===== src/design/sliding_window_maximum_core_macros.svh =====
// Assertion macros for the sliding window maximum core
`ifndef SLIDING_WINDOW_MAXIMUM_CORE_MACROS_SVH
`define SLIDING_WINDOW_MAXIMUM_CORE_MACROS_SVH

// Same-cycle implication, disabled during reset
`define SWM_ASSERT_NOW(label, clk, rst_n, ante, cons) \
    label: assert property (@(posedge clk) disable iff (!rst_n) (ante) |-> (cons)) \
        else $error("assertion failed");

// Next-cycle implication, disabled during reset
`define SWM_ASSERT_NEXT(label, clk, rst_n, ante, cons) \
    label: assert property (@(posedge clk) disable iff (!rst_n) (ante) |=> (cons)) \
        else $error("assertion failed");

`endif


===== src/design/swm_pkg.sv =====
// Shared types and constants of the sliding window maximum core
`default_nettype none

package swm_pkg;

    // Width of the window length register, fill count and candidate age
    localparam int LEN_W = 7;
    localparam int AGE_W = 7;

    localparam logic [LEN_W-1:0] FILL_CAP   = '1;
    localparam logic [LEN_W-1:0] WLEN_RESET = LEN_W'(1);

    // What each cell does in a cycle
    typedef enum logic [1:0] {
        CELL_HOLD,
        CELL_SHIFT,
        CELL_COMMIT
    } cell_op_t;

    typedef struct packed {
        cell_op_t op;
        logic     shift;
    } cell_ctrl_t;

endpackage

`default_nettype wire


===== src/design/swm_cell.sv =====
// One candidate cell: holds a value, its age and a valid bit
`default_nettype none

module swm_cell
    import swm_pkg::*;
#(
    parameter int SAMPLE_WIDTH = 32
)
(
    input  wire logic                           clk,
    input  wire logic                           rst_n,
    input  wire cell_ctrl_t                     ctrl,
    input  wire logic                           clear,
    input  wire logic signed [SAMPLE_WIDTH-1:0] sample,
    input  wire logic [LEN_W-1:0]               wlen,
    input  wire logic                           nbr_valid,
    input  wire logic signed [SAMPLE_WIDTH-1:0] nbr_value,
    input  wire logic [AGE_W-1:0]               nbr_age,
    input  wire logic                           src_keep,
    input  wire logic                           prev_keep,
    output logic                                valid,
    output logic signed [SAMPLE_WIDTH-1:0]      value,
    output logic [AGE_W-1:0]                    age,
    output logic                                keep,
    output logic                                expired
);

    logic                           valid_reg;
    logic                           valid_next;
    logic signed [SAMPLE_WIDTH-1:0] value_reg;
    logic signed [SAMPLE_WIDTH-1:0] value_next;
    logic [AGE_W-1:0]               age_reg;
    logic [AGE_W-1:0]               age_next;
    logic [AGE_W:0]                 age_inc;
    logic signed [SAMPLE_WIDTH-1:0] src_value;
    logic [AGE_W-1:0]               src_age;

    // Expiry after this beat's ageing, survival against the new sample
    assign age_inc = {1'b0, age_reg} + 1'b1;
    assign expired = valid_reg && (age_inc >= {1'b0, wlen});
    assign keep    = valid_reg && !clear && !expired && (value_reg > sample);

    // On commit the survivor comes from here or from the right neighbour
    assign src_value = ctrl.shift ? nbr_value : value_reg;
    assign src_age   = ctrl.shift ? nbr_age : age_reg;

    always_comb
    begin
        valid_next = valid_reg;
        value_next = value_reg;
        age_next   = age_reg;
        unique case (ctrl.op)
            CELL_HOLD:
            begin
            end
            CELL_SHIFT:
            begin
                valid_next = nbr_valid;
                value_next = nbr_value;
                age_next   = nbr_age;
            end
            CELL_COMMIT:
            begin
                valid_next = src_keep || prev_keep;
                value_next = src_keep ? src_value : sample;
                age_next   = src_keep ? AGE_W'(src_age + 1'b1) : '0;
            end
            default:
            begin
            end
        endcase
    end

    // Valid bit
    always_ff @(posedge clk or negedge rst_n)
    begin
        if (!rst_n)
            valid_reg <= 1'b0;
        else
            valid_reg <= valid_next;
    end

    // Payload
    always_ff @(posedge clk)
    begin
        value_reg <= value_next;
        age_reg   <= age_next;
    end

    assign valid = valid_reg;
    assign value = value_reg;
    assign age   = age_reg;

endmodule

`default_nettype wire


===== config.mk =====
export PLATFORM = sky130hd
export DESIGN_NAME = swm_cell
export DESIGN_NICKNAME = d
export VERILOG_FILES = /design/src/design/sliding_window_maximum_core_macros.svh /design/src/design/swm_pkg.sv /design/src/design/swm_cell.sv
export SDC_FILE = /design/constraint.sdc
export NUM_CORES = 1
export LEC_CHECK = 0
export CAP_MARGIN = 5
export CORE_MARGIN = 2
export CORE_UTILIZATION = 36
export DETAILED_ROUTE_END_ITERATION = 8
export DONT_BUFFER_PORTS = 1
export GPL_ROUTABILITY_DRIVEN = 1
export GPL_TIMING_DRIVEN = 0
export PLACE_DENSITY = 0.56
export SETUP_SLACK_MARGIN = 0.15
export SLEW_MARGIN = 10
export SYNTH_ARGS = -nofsm -noshare
export SYNTH_HDL_FRONTEND = slang
export SYNTH_SLANG_ARGS = --single-unit

===== constraint.sdc =====
create_clock -name clk -period 2.5 [get_ports clk]
set_input_delay 0.5 -clock clk [delete_from_list [all_inputs] [get_ports clk]]
set_output_delay 0.5 -clock clk [all_outputs]
set_load 0.02 [all_outputs]

### Yosys cells after proc, flatten, opt, wreduce, memory -nomap -nowiden

Index checks and enable logic that the tools add are counted.

* bits in registers: 40
* bits of input ports: 87
* output and inout bits: 42
* word-level logic and storage cells: 26

* add/sub/neg operators: 2
* order comparisons: 2
* eq/ne operators: 3
* muxes and demuxes: 7
* reductions and logical operators: 9

Operator list (count)
* 32-bit 2-to-1 mux: 2
* 32-bit case mux with 2 select lines: 1
* 32-bit > comparator: 1
* 7-bit 2-to-1 mux: 2
* 7-bit case mux with 2 select lines: 1
* 7-bit by 1-bit adder with 8-bit output, second input constant: 1
* 8-bit by 7-bit >= comparator with 1-bit output: 1
* 7-bit by 1-bit adder with 7-bit output, second input constant: 1
* 1-bit logical AND: 4
* 3-bit inequality test, second input constant: 1
* 2-bit by 1-bit equality test with 1-bit output, second input constant: 1
* 2-bit equality test, second input constant: 1
* 1-bit zero test: 2
* 1-bit case mux with 2 select lines: 1
* 2-bit AND reduction: 1
* 2-bit nonzero test: 1
* 1-bit logical OR: 1

### Longest topological paths before layout

Gate-level depths: netlist of the first run.

* depth after elaboration: 6
* gate-level depth with buffers: 10
* depth with buffers taken out: 9

### Least setup slack after synthesis of the first run

No wires, ideal clock.

* path kind: flip-flop to output port
* start: register age_reg[3], in the netlist age[3]
* end: output keep
* arrival: 3017 ps
* data required time: 2000 ps
* setup slack: -1017 ps
* cell stages (with the launch flop): 10
* path buffers: 1
* path through: edfxtp_1 -> clkbuf_1 -> nand3_1 -> xnor2_1 -> ha_1 -> a21o_1 -> a21oi_1 -> o21ai_0 -> a2111o_1 -> a2111oi_0

* word-level cells in the longest chain between the ends: 6

Ends and longest elaborated chain
* from (decl): RTL line swm_cell.sv:32 `logic [AGE_W-1:0] age_reg;`
* from (signal assigned): RTL line swm_cell.sv:87 `age_reg <= age_next;`
* 7-bit by 1-bit adder with 8-bit output: RTL line swm_cell.sv:39 `assign age_inc = {1'b0, age_reg} + 1'b1;`
* 8-bit by 7-bit >= comparator with 1-bit output: RTL line swm_cell.sv:40 `assign expired = valid_reg && (age_inc >= {1'b0, wlen});`
* 1-bit logical AND: RTL line swm_cell.sv:40
* 1-bit zero test: RTL line swm_cell.sv:41 `assign keep = valid_reg && !clear && !expired && (value_reg > sample);`
* 1-bit logical AND (2 in series): RTL line swm_cell.sv:41
* to (decl): RTL line swm_cell.sv:24 `output logic keep,`

No other way between the ends.

### Worst setup path after layout of the first run

* start: register age_reg[0], in the netlist age[0]
* end: output keep

The elaborated chain is that of the path after synthesis.

==> results.py, run 1 <==
metrics = {
    "setup_path": {
        "cp_top_family": "compound AO/OA/AOI/OAI gates",
        "cpPeakStageDelay_ns": 0.56,
        "arrival_ns": 2.79,
        "crit_buf_inv": 0,
        "timing.rr.start": "age[0]",
        "worstPathMaxFanout": 6,
        "end_kind": "primary output",
        "path_class": "reg -> out",
        "r2r-end": "age[6]",
        "reg2reg_slack_ns": 0.50,
        "worst_setup_path_start_kind": "register",
        "r2r_cells": 7,
        "slowest_stage": "edfxtp_1",
        "path_cells": "ha_2 -> nand3_2 -> nor2_1 -> xor2_1 -> ha_1 -> o2111ai_1 -> a21oi_1 -> a2111o_1 -> a2111oi_4",
        "cp.required_ns": 2.00,
    },
    "placement": {
        "place.gp.congestion": 0.801,
        "port_buffers": 0,
        "hpwlAfterDp_um": 5980,
        "preCtsSetupSlack_ns": -0.617,
        "place_area_um2": 3180,
        "dp.cells": 435,
    },
    "power_and_ir_drop": {
        "pwr_density_cell_nw_per_um2": 590,
        "p_sw_mw": 0.654,
        "switching_share_pct": 33.3,
        "internal-power_mw": 1.31,
        "total_power_mw": 1.96,
        "p_seq_share_pct": 50.8,
        "p_leak_nw": 1.48,
        "combPwrFrac_pct": 21.4,
        "ir_drop_v": 0.000255,
        "pwr-share-clk_pct": 27.8,
    },
    "logic_synthesis": {
        "synth_most_common_cell": "inv_1",
        "netlist_area_um2": 3020,
        "synth_top_area_cell": "edfxtp_1",
        "synth.area.top_cells": "edfxtp_1, ha_1, o21ai_0",
        "synthArstFlopShare_pct": 2.50,
        "synth-warning-count": 0,
        "ys_seq_area_share_pct": 39.6,
        "syn_inst": 330,
        "yosysTopAreaCellShare_pct": 38.7,
        "post_synth.cell_area_avg_um2": 9.16,
        "ys.flop_type": "edfxtp_1",
        "synth_commonest_cells": "inv_1, nand2_1, ha_1",
        "synth_cell_types": 46,
        "synth_edf_count": 39,
        "syn-num-nets": 460,
        "ys_seq_elements": 40,
    },
    "cts": {
        "clk_pin_slew_ns": 0.09,
        "cts_buffer_depth": 2,
        "clk_latency_ns": 0.29,
        "clkSinkCount": 40,
        "cts_root_buf": "clkbuf_8",
        "numCtsBuffers": 5,
        "cts_tree": "built",
        "htree_levels": 2,
    },
    "final_layout": {
        "antenna_cells": 0,
        "drive_gt1_share_pct": 6.76,
        "fin_nets": 469,
        "stdcell_count": 445,
        "areaGrowthSynthToFinish_pct": 9.97,
        "final_util_pct": 40.7,
        "fin_area_um2": 3330,
        "largest_register_ffs": 32,
        "fillers": 835,
    },
    "die": {
        "rows": 33,
        "design.die.area_um2": 9150,
        "core_area_um2": 8180,
        "start_util_pct": 37.0,
        "die_y_um": 95.7,
        "die_w_um": 95.7,
        "num_io_pins": 129,
    },
    "global_route": {
        "use_met2_pct": 27.3,
        "grt-ovfl-total": 0,
        "grt_pass1_wl_um": 11200,
        "grt_max_degree": 33,
        "grt_usage_pct": 15.9,
        "grt_use_met1_pct": 19.2,
        "grt_pass1_vias": 2344,
        "antenna_found_initial": 0,
        "grtUsageMet3_pct": 4.51,
        "busiest_layer": "met2",
    },
    "min_path": {
        "hp-class": "in -> async",
    },
    "timing": {
        "hold_violations": 0,
        "maxClockFrequency_mhz": 304,
        "layout_setup_ws_ns": -0.787,
        "period_needed_ns": 3.29,
        "setup_viol": 2,
        "rsz0062_at_grt": "yes",
        "holdWs_ns": 0.386,
        "worst_pin_slew_ns": 0.833,
        "setup_tns_ns": -1.23,
        "drv_slew": 0,
        "fin_skew_ns": 0.000983,
        "relSlewSlack_pct": 44.4,
        "min_period_over_period_pct": 131,
    },
    "drt": {
        "routedWlPerCell_um": 16.6,
        "drtIter0Drc": 67,
        "route.detailed.drc": 0,
        "drt-total-wl_um": 7390,
        "vias": 2361,
        "ant_nets": 0,
        "vias_per_cell": 5.31,
        "drtPass1Iterations": 4,
    },
    "outcome": {
        "status": "finished with violations",
        "failed_checks": "setup timing",
    },
    "run": {
        "maxCapViolCount": 0,
    },
}
==> logic make-up after synthesis <==
kind of cell	after synthesis	synth area share, %
buffers and inverters	65	8.73
adder cells (fa/ha/maj)	43	17.8
AND/OR/NAND/NOR	85	13.3
XOR/XNOR	9	2.61
multiplexers	5	1.70
flip-flops	40	39.6
AO/OA/AOI/OAI	83	16.3
==> layer usage <==
| metal | vias to the layer above | wire length, µm |
|---|---|---|
| li1 | 1182 | - |
| met2 | 91 | 3480 |
| met5 | - | 0 |
| met4 | 0 | 135 |
| met1 | 1077 | 3170 |
| met3 | 11 | 603 |
==> what timing repair did <==
action | CTS | global route
endpoints found under the hold margin | 1 | 0
hold buffers | 1 | 0
buffers inserted | 1 | 0
pin swaps | 2 | 0
resized for setup | 3 | 0
setup endpoints to repair | 2 | 2
gates cloned | 0 | 0
==> power by group through the flow <==
stage | Clock [mW] | Sequential, mW | Combinational (mW)
after detailed placement | 0 | 1.02 | 0.413
after floorplan | 0 | 0.989 | 0.322
after global placement | 0 | 1.02 | 0.401
after global routing | 0.582 | 1.01 | 0.486
final | 0.546 | 0.998 | 0.420
after CTS | 0.566 | 1.00 | 0.425
==> how the worst max path moves through the flow <==
stage / from / endpoint / slack, ns / cells after the start
finish: age[0] / keep / -0.79 / 9
global route: age[4] / keep / -0.99 / 9
CTS: age[4] / keep / -0.85 / 9
detailed placement: age[4] / keep / -0.62 / 9
global placement: age[4] / keep / -0.57 / 9
floorplan: age[0] / keep / -0.34 / 9
==> placed cells by master (no fill, tap or decap), drive strengths merged, types with 3 or more instances in the layout <==
cell | netlist | layout
inv | 52 | 52
xnor2 | 6 | 6
a2111oi | 3 | 3
a21oi | 14 | 14
nand3 | 8 | 8
xor2 | 3 | 3
nand4 | 8 | 8
nand2b | 4 | 4
mux2i | 4 | 4
ha | 43 | 43
edfxtp | 39 | 39
buf | 6 | 7
o21ai | 45 | 45
nor2b | 4 | 4
nand2 | 46 | 46
nor2 | 6 | 6
clkbuf | 7 | 12
==> layout make-up <==
type | instances | area, µm² | area share, %
plain buffers | 13 | 70.1 | 2.11
clock buffers | 5 | 68.8 | 2.07
clock inverters | 3 | 42.5 | 1.28
inverters | 52 | 195 | 5.87
multi-input cells | 225 | 1600 | 48.2
flip-flops and latches | 40 | 1200 | 36.0
well taps | 105 | 131 | 3.95
repair buffers | 2 | 17.5 | 0.527
No activity file was read; power rests on OpenSTA's default activity.
==> run 2, diff against run 1 <==
--- a/config.mk
+++ b/config.mk
@@ -5,14 +5,15 @@
 export SDC_FILE = /design/constraint.sdc
 export NUM_CORES = 1
 export LEC_CHECK = 0
+export ABC_AREA = 1
 export CAP_MARGIN = 5
 export CORE_MARGIN = 2
-export CORE_UTILIZATION = 36
+export CORE_UTILIZATION = 55
 export DETAILED_ROUTE_END_ITERATION = 8
 export DONT_BUFFER_PORTS = 1
 export GPL_ROUTABILITY_DRIVEN = 1
 export GPL_TIMING_DRIVEN = 0
-export PLACE_DENSITY = 0.56
+export PLACE_DENSITY = 0.77
 export SETUP_SLACK_MARGIN = 0.15
 export SLEW_MARGIN = 10
 export SYNTH_ARGS = -nofsm -noshare
==> run 2 against run 1 <==
  * The run still ends with setup timing left
  * Largest power group unchanged
  * Flip-flop and latch count is the same
  * Cell count grew 1.3%
  * Global-route usage grew 7.0 points
  * Critical path depth grew 1
==> results.py, run 2 <==
metrics = {
    "outcome": {
        "status": "finished with violations",
        "failed_checks": "setup timing",
    },
    "timing": {
        "worst_pin_slew_ns": 1.05,
        "maxClockFrequency_mhz": 317,
        "fin_skew_ns": 0.000406,
        "rsz0062_at_grt": "yes",
        "setup_tns_ns": -1.23,
        "holdWs_ns": 0.398,
        "layout_setup_ws_ns": -0.656,
        "period_needed_ns": 3.16,
        "hold_violations": 0,
        "setup_viol": 2,
        "min_period_over_period_pct": 126,
        "drv_slew": 0,
        "relSlewSlack_pct": 30.1,
    },
    "drt": {
        "ant_nets": 0,
        "drt-total-wl_um": 7000,
        "route.detailed.drc": 0,
        "vias": 2498,
        "routedWlPerCell_um": 15.5,
        "drtPass1Iterations": 5,
        "vias_per_cell": 5.54,
        "drtIter0Drc": 73,
    },
    "die": {
        "core_area_um2": 5440,
        "die_w_um": 78.5,
        "die_y_um": 78.5,
        "rows": 27,
        "start_util_pct": 56.2,
        "design.die.area_um2": 6170,
        "num_io_pins": 129,
    },
    "power_and_ir_drop": {
        "p_seq_share_pct": 50.9,
        "p_leak_nw": 1.62,
        "switching_share_pct": 33.4,
        "pwr-share-clk_pct": 26.9,
        "ir_drop_v": 0.000313,
        "pwr_density_cell_nw_per_um2": 590,
        "internal-power_mw": 1.31,
        "combPwrFrac_pct": 22.1,
        "p_sw_mw": 0.655,
    },
    "cts": {
        "cts_root_buf": "clkbuf_8",
        "clk_pin_slew_ns": 0.08,
        "htree_levels": 2,
        "numCtsBuffers": 5,
        "cts_tree": "built",
        "cts_buffer_depth": 2,
        "clk_latency_ns": 0.29,
        "clkSinkCount": 40,
    },
    "final_layout": {
        "antenna_cells": 0,
        "fin_nets": 508,
        "fin_area_um2": 3320,
        "layout_common_cells": "nand2_1, inv_1, ha_1",
        "areaGrowthSynthToFinish_pct": 8.72,
        "largest_register_ffs": 32,
        "final_common_cell": "nand2_1",
        "final_util_pct": 61.1,
        "drive_gt1_share_pct": 10.0,
        "fillers": 503,
    },
    "setup_path": {
        "end_kind": "primary output",
        "cp_top_family": "simple AND/OR/NAND/NOR gates",
        "reg2reg_slack_ns": 0.65,
        "slowest_stage": "edfxtp_1",
        "r2r_cells": 8,
        "worst_setup_path_start_kind": "register",
        "path_cells": "ha_2 -> nand3_2 -> nor3b_2 -> xnor2_1 -> inv_1 -> ha_4 -> nand4_1 -> or2_4 -> a21oi_4 -> nor2_4",
        "worstPathMaxFanout": 5,
        "cp.depth": 10,
        "arrival_ns": 2.66,
        "cp.required_ns": 2.00,
        "cpPeakStageDelay_ns": 0.57,
        "crit_buf_inv": 1,
        "path_class": "reg -> out",
    },
    "logic_synthesis": {
        "synth_cell_types": 35,
        "synth_edf_count": 39,
        "ys_seq_area_share_pct": 39.1,
        "synth_most_common_cell": "nand2_1",
        "syn_inst": 369,
        "netlist_area_um2": 3060,
        "synth-warning-count": 0,
        "synth_top_area_cell": "edfxtp_1",
        "syn-num-nets": 499,
        "post_synth.cell_area_avg_um2": 8.28,
        "yosysTopAreaCellShare_pct": 38.3,
        "ys_seq_elements": 40,
        "synth_commonest_cells": "nand2_1, inv_1, ha_1",
        "ys.flop_type": "edfxtp_1",
        "synth.area.top_cells": "edfxtp_1, ha_1, nand2_1",
        "synthArstFlopShare_pct": 2.50,
    },
    "global_route": {
        "grt_pass1_wl_um": 11000,
        "grt_max_degree": 33,
        "antenna_found_initial": 0,
        "grt_usage_pct": 22.9,
        "grt-ovfl-total": 0,
        "grt_pass1_vias": 2425,
    },
    "placement": {
        "port_buffers": 0,
        "place.gp.congestion": 0.831,
        "place_area_um2": 3180,
        "hpwlAfterDp_um": 5580,
    },
    "min_path": {
        "hold_depth": 2,
        "hp-class": "in -> reg",
    },
    "run": {
        "maxCapViolCount": 0,
    },
}
==> run 2: cell type report <==
cell class                      instances  area (µm²)  area share (%)
Buffer                                  9        53.8            1.62
Clock buffer                            6        72.6            2.18
Clock inverter                          2        35.0            1.05
Inverter                               67         256            7.72
Multi-Input combinational cell        253        1600            48.2
Sequential cell                        40        1200            36.0
Tap cell                               72        90.1            2.71
Timing Repair Buffer                    2        17.5           0.527
==> run 2: power by group through the flow <==
stage | Clock (mW) | Sequential [mW] | Combinational, mW
2_1_floorplan | 0 | 0.989 | 0.341
3_3_place_gp | 0 | 1.01 | 0.403
3_5_place_dp | 0 | 1.02 | 0.426
4_1_cts | 0.536 | 1.00 | 0.435
5_1_grt | 0.557 | 1.01 | 0.507
6_report | 0.527 | 0.999 | 0.434
==> run 2: per-layer routing <==
layer / global-route usage (%) / routed length [µm] / vias up
met5: 0 / 0 / -
met4: 9.47 / 177 / 0
met3: 5.17 / 449 / 14
met2: 39.8 / 3480 / 99
met1: 27.2 / 2900 / 1141
li1: - / - / 1244
==> run 2: logic make-up after synthesis <==
kind of cell / count (synthesis) / synth area share, %
AOI/OAI and AO/OA: 79 / 14.0
adders and majority gates: 43 / 17.6
buffers and inverters: 76 / 10.2
xor gates and xnor gates: 4 / 1.15
and+or+nand+nor: 126 / 17.6
muxes: 1 / 0.369
DFF: 40 / 39.1
==> run 2: per-stage QoR <==
stage	setup slack [ns]	std cells	power, mW
finish	-0.656	451	1.96
CTS	-0.656	451	1.97
global placement	-0.324	441	1.41
detailed placement	-0.366	441	1.44
global route	-0.780	451	2.07
floorplan	-0.177	369	1.33
==> run 2: final timing paths <==
check | from | end
worst min-delay path | nbr_value[2] | value[2]
worst max-delay path | age[0] | keep
worst max register to register | age[0] | age[6]
min in group asynchronous | rst_n | valid
max in group asynchronous | rst_n | valid
worst min register to register | valid | valid
==> run 2: what timing repair did <==
action                                  in CTS  in global routing
pin swaps                                    4                  1
gates resized for setup                      1                  0
hold buffers                                 1                  0
setup buffers                                1                  0
endpoints found under the setup margin       2                  2
hold endpoints to repair                     1                  0
==> run 3, diff against run 2 <==
==> constraint.sdc (replaced) <==
create_clock -name clk -period 2.5 [get_ports clk]
set_input_delay 0.125 -clock clk [delete_from_list [all_inputs] [get_ports clk]]
set_output_delay 0.125 -clock clk [all_outputs]
set_load 0.02 [all_outputs]
==> run 3 against run 2 <==
  * Flip-flop and latch count did not move
  * Sequential share of layout area fell by 0.52 points
  * The run still ends with setup timing left
  * Cell count rose by 0.67%
  * Largest cell class unchanged
  * Wire length fell by 4.9%
  * Sequential power fell by 0.4%
  * Clock skew rose by 0.00088 ns
  * Power rose by 1.7%
  * Die area did not move
==> results.py, run 3 (synthesis results as in run 2) <==
metrics = {
    "outcome": {
        "status": "finished with violations",
        "failed_checks": "setup timing",
    },
    "setup_path": {
        "reg2reg_slack_ns": 0.71,
        "r2r_cells": 8,
        "worst_setup_path_start_kind": "register",
        "path_class": "reg -> out",
        "arrival_ns": 2.69,
        "r2r-end": "age[6]",
        "worstPathMaxFanout": 5,
        "end_kind": "primary output",
        "timing.rr.start": "age[0]",
        "cp.required_ns": 2.38,
    },
    "drt": {
        "drtPass1Iterations": 6,
        "vias_per_cell": 5.44,
        "route.detailed.drc": 0,
        "routedWlPerCell_um": 14.7,
        "drt-total-wl_um": 6660,
        "ant_nets": 0,
        "drtIter0Drc": 131,
        "vias": 2470,
    },
    "cts": {
        "clkSinkCount": 40,
        "cts_buffer_depth": 2,
        "clk_latency_ns": 0.29,
        "htree_levels": 2,
        "cts_tree": "built",
        "cts_root_buf": "clkbuf_8",
        "numCtsBuffers": 5,
        "clk_pin_slew_ns": 0.08,
    },
    "timing": {
        "worst_pin_slew_ns": 0.394,
        "holdWs_ns": 0.0295,
        "relSlewSlack_pct": 73.5,
        "fin_skew_ns": 0.00128,
        "min_period_over_period_pct": 113,
        "drv_slew": 0,
        "setup_viol": 2,
        "period_needed_ns": 2.82,
        "maxClockFrequency_mhz": 355,
        "hold_violations": 0,
        "layout_setup_ws_ns": -0.315,
        "rsz0062_at_grt": "yes",
        "setup_tns_ns": -0.547,
    },
    "final_layout": {
        "largest_register_ffs": 32,
        "fillers": 455,
        "final_util_pct": 62.0,
        "antenna_cells": 0,
        "drive_gt1_share_pct": 11.0,
        "fin_nets": 511,
        "layout_common_cells": "nand2_1, inv_1, ha_1",
        "final_common_cell": "nand2_1",
        "areaGrowthSynthToFinish_pct": 10.3,
        "stdcell_count": 454,
    },
    "global_route": {
        "antenna_found_initial": 0,
        "grt_pass1_vias": 2455,
        "grt_usage_pct": 22.1,
        "grt_pass1_wl_um": 10700,
        "grt_max_degree": 27,
        "grt-ovfl-total": 0,
    },
    "die": {
        "num_io_pins": 129,
        "design.die.area_um2": 6170,
        "die_y_um": 78.5,
        "rows": 27,
        "core_area_um2": 5440,
        "die_w_um": 78.5,
        "start_util_pct": 56.2,
    },
    "power_and_ir_drop": {
        "total_power_mw": 1.99,
        "pwr_density_cell_nw_per_um2": 591,
        "ir_drop_v": 0.000337,
        "p_leak_nw": 1.64,
    },
    "placement": {
        "dp.cells": 442,
        "port_buffers": 0,
        "place.gp.congestion": 0.837,
        "hpwlAfterDp_um": 5260,
    },
    "run": {
        "maxCapViolCount": 0,
    },
    "min_path": {
        "hp-class": "in -> async",
    },
}
-- run 3: changes by cell type in the layout (fill, tap and decap cells not counted) --
cell,previous run,this run
buf_4,2,4
clkbuf_1,1,0
clkbuf_8,5,6
clkinv_4,0,1
clkinv_2,1,0
buf_12,0,1
-- run 3: layer usage --
metal  routed length, µm  GRT usage [%]  share of wire (%)  up-vias
met3                 519           6.78                7.8        6
met2                3290           39.6                 49      106
met4                  63           6.14               0.95        0
li1                    -              -                  -     1244
met5                   0              0                  0        -
met1                2790           25.3                 42     1114
-- run 3: timing repair --
action | 4_1_cts | 5_1_grt
setup buffers | 2 | 1
endpoints found under the hold margin | 1 | 0
resized for setup | 0 | 1
pin swaps | 4 | 1
setup endpoints to repair | 2 | 2
hold buffers | 1 | 0
-- run 3: power by group --
part           internal (mW)  switching, mW  total (mW)
clock                  0.327          0.229       0.556
sequential             0.835          0.160       0.995
combinational          0.180          0.262       0.442
-- run 3: worst max path at each step --
stage	startpoint	to	depth (start not counted)
after floorplan	age[0]	keep	10
after global placement	ctrl[1]	value[26]	6
after detailed placement	age[0]	keep	10
after CTS	age[0]	keep	10
after global routing	age[0]	keep	10
final	age[0]	keep	10
-- run 3: critical path, stage by stage, from the launching register on --
cell and delay (ns):
edfxtp_1 0.58, ha_2 0.26, nand3_2 0.09, nor3b_2 0.25, xnor2_1 0.15, inv_1 0.10
ha_4 0.28, nand4_1 0.10, or2_4 0.26, a21oi_4 0.25, nor2_4 0.08
-- run 3: area by class of cell --
type / instances / area, µm² / share of cell area [%]
Multi-Input combinational cell: 253 / 1600 / 47.5
Sequential cell: 40 / 1200 / 35.5
Inverter: 67 / 256 / 7.61
Tap cell: 72 / 90.1 / 2.67
Clock buffer: 6 / 82.6 / 2.45
Buffer: 9 / 53.8 / 1.60
Timing Repair Buffer: 5 / 52.6 / 1.56
Clock inverter: 2 / 38.8 / 1.15
-- run 3: through the flow --
step / setup WS (ns) / area, µm²
2_1_floorplan: 0.198 / 3090
3_3_place_gp: -0.135 / 3180
3_5_place_dp: -0.00909 / 3200
4_1_cts: -0.271 / 3350
5_1_grt: -0.463 / 3370
6_report: -0.315 / 3370
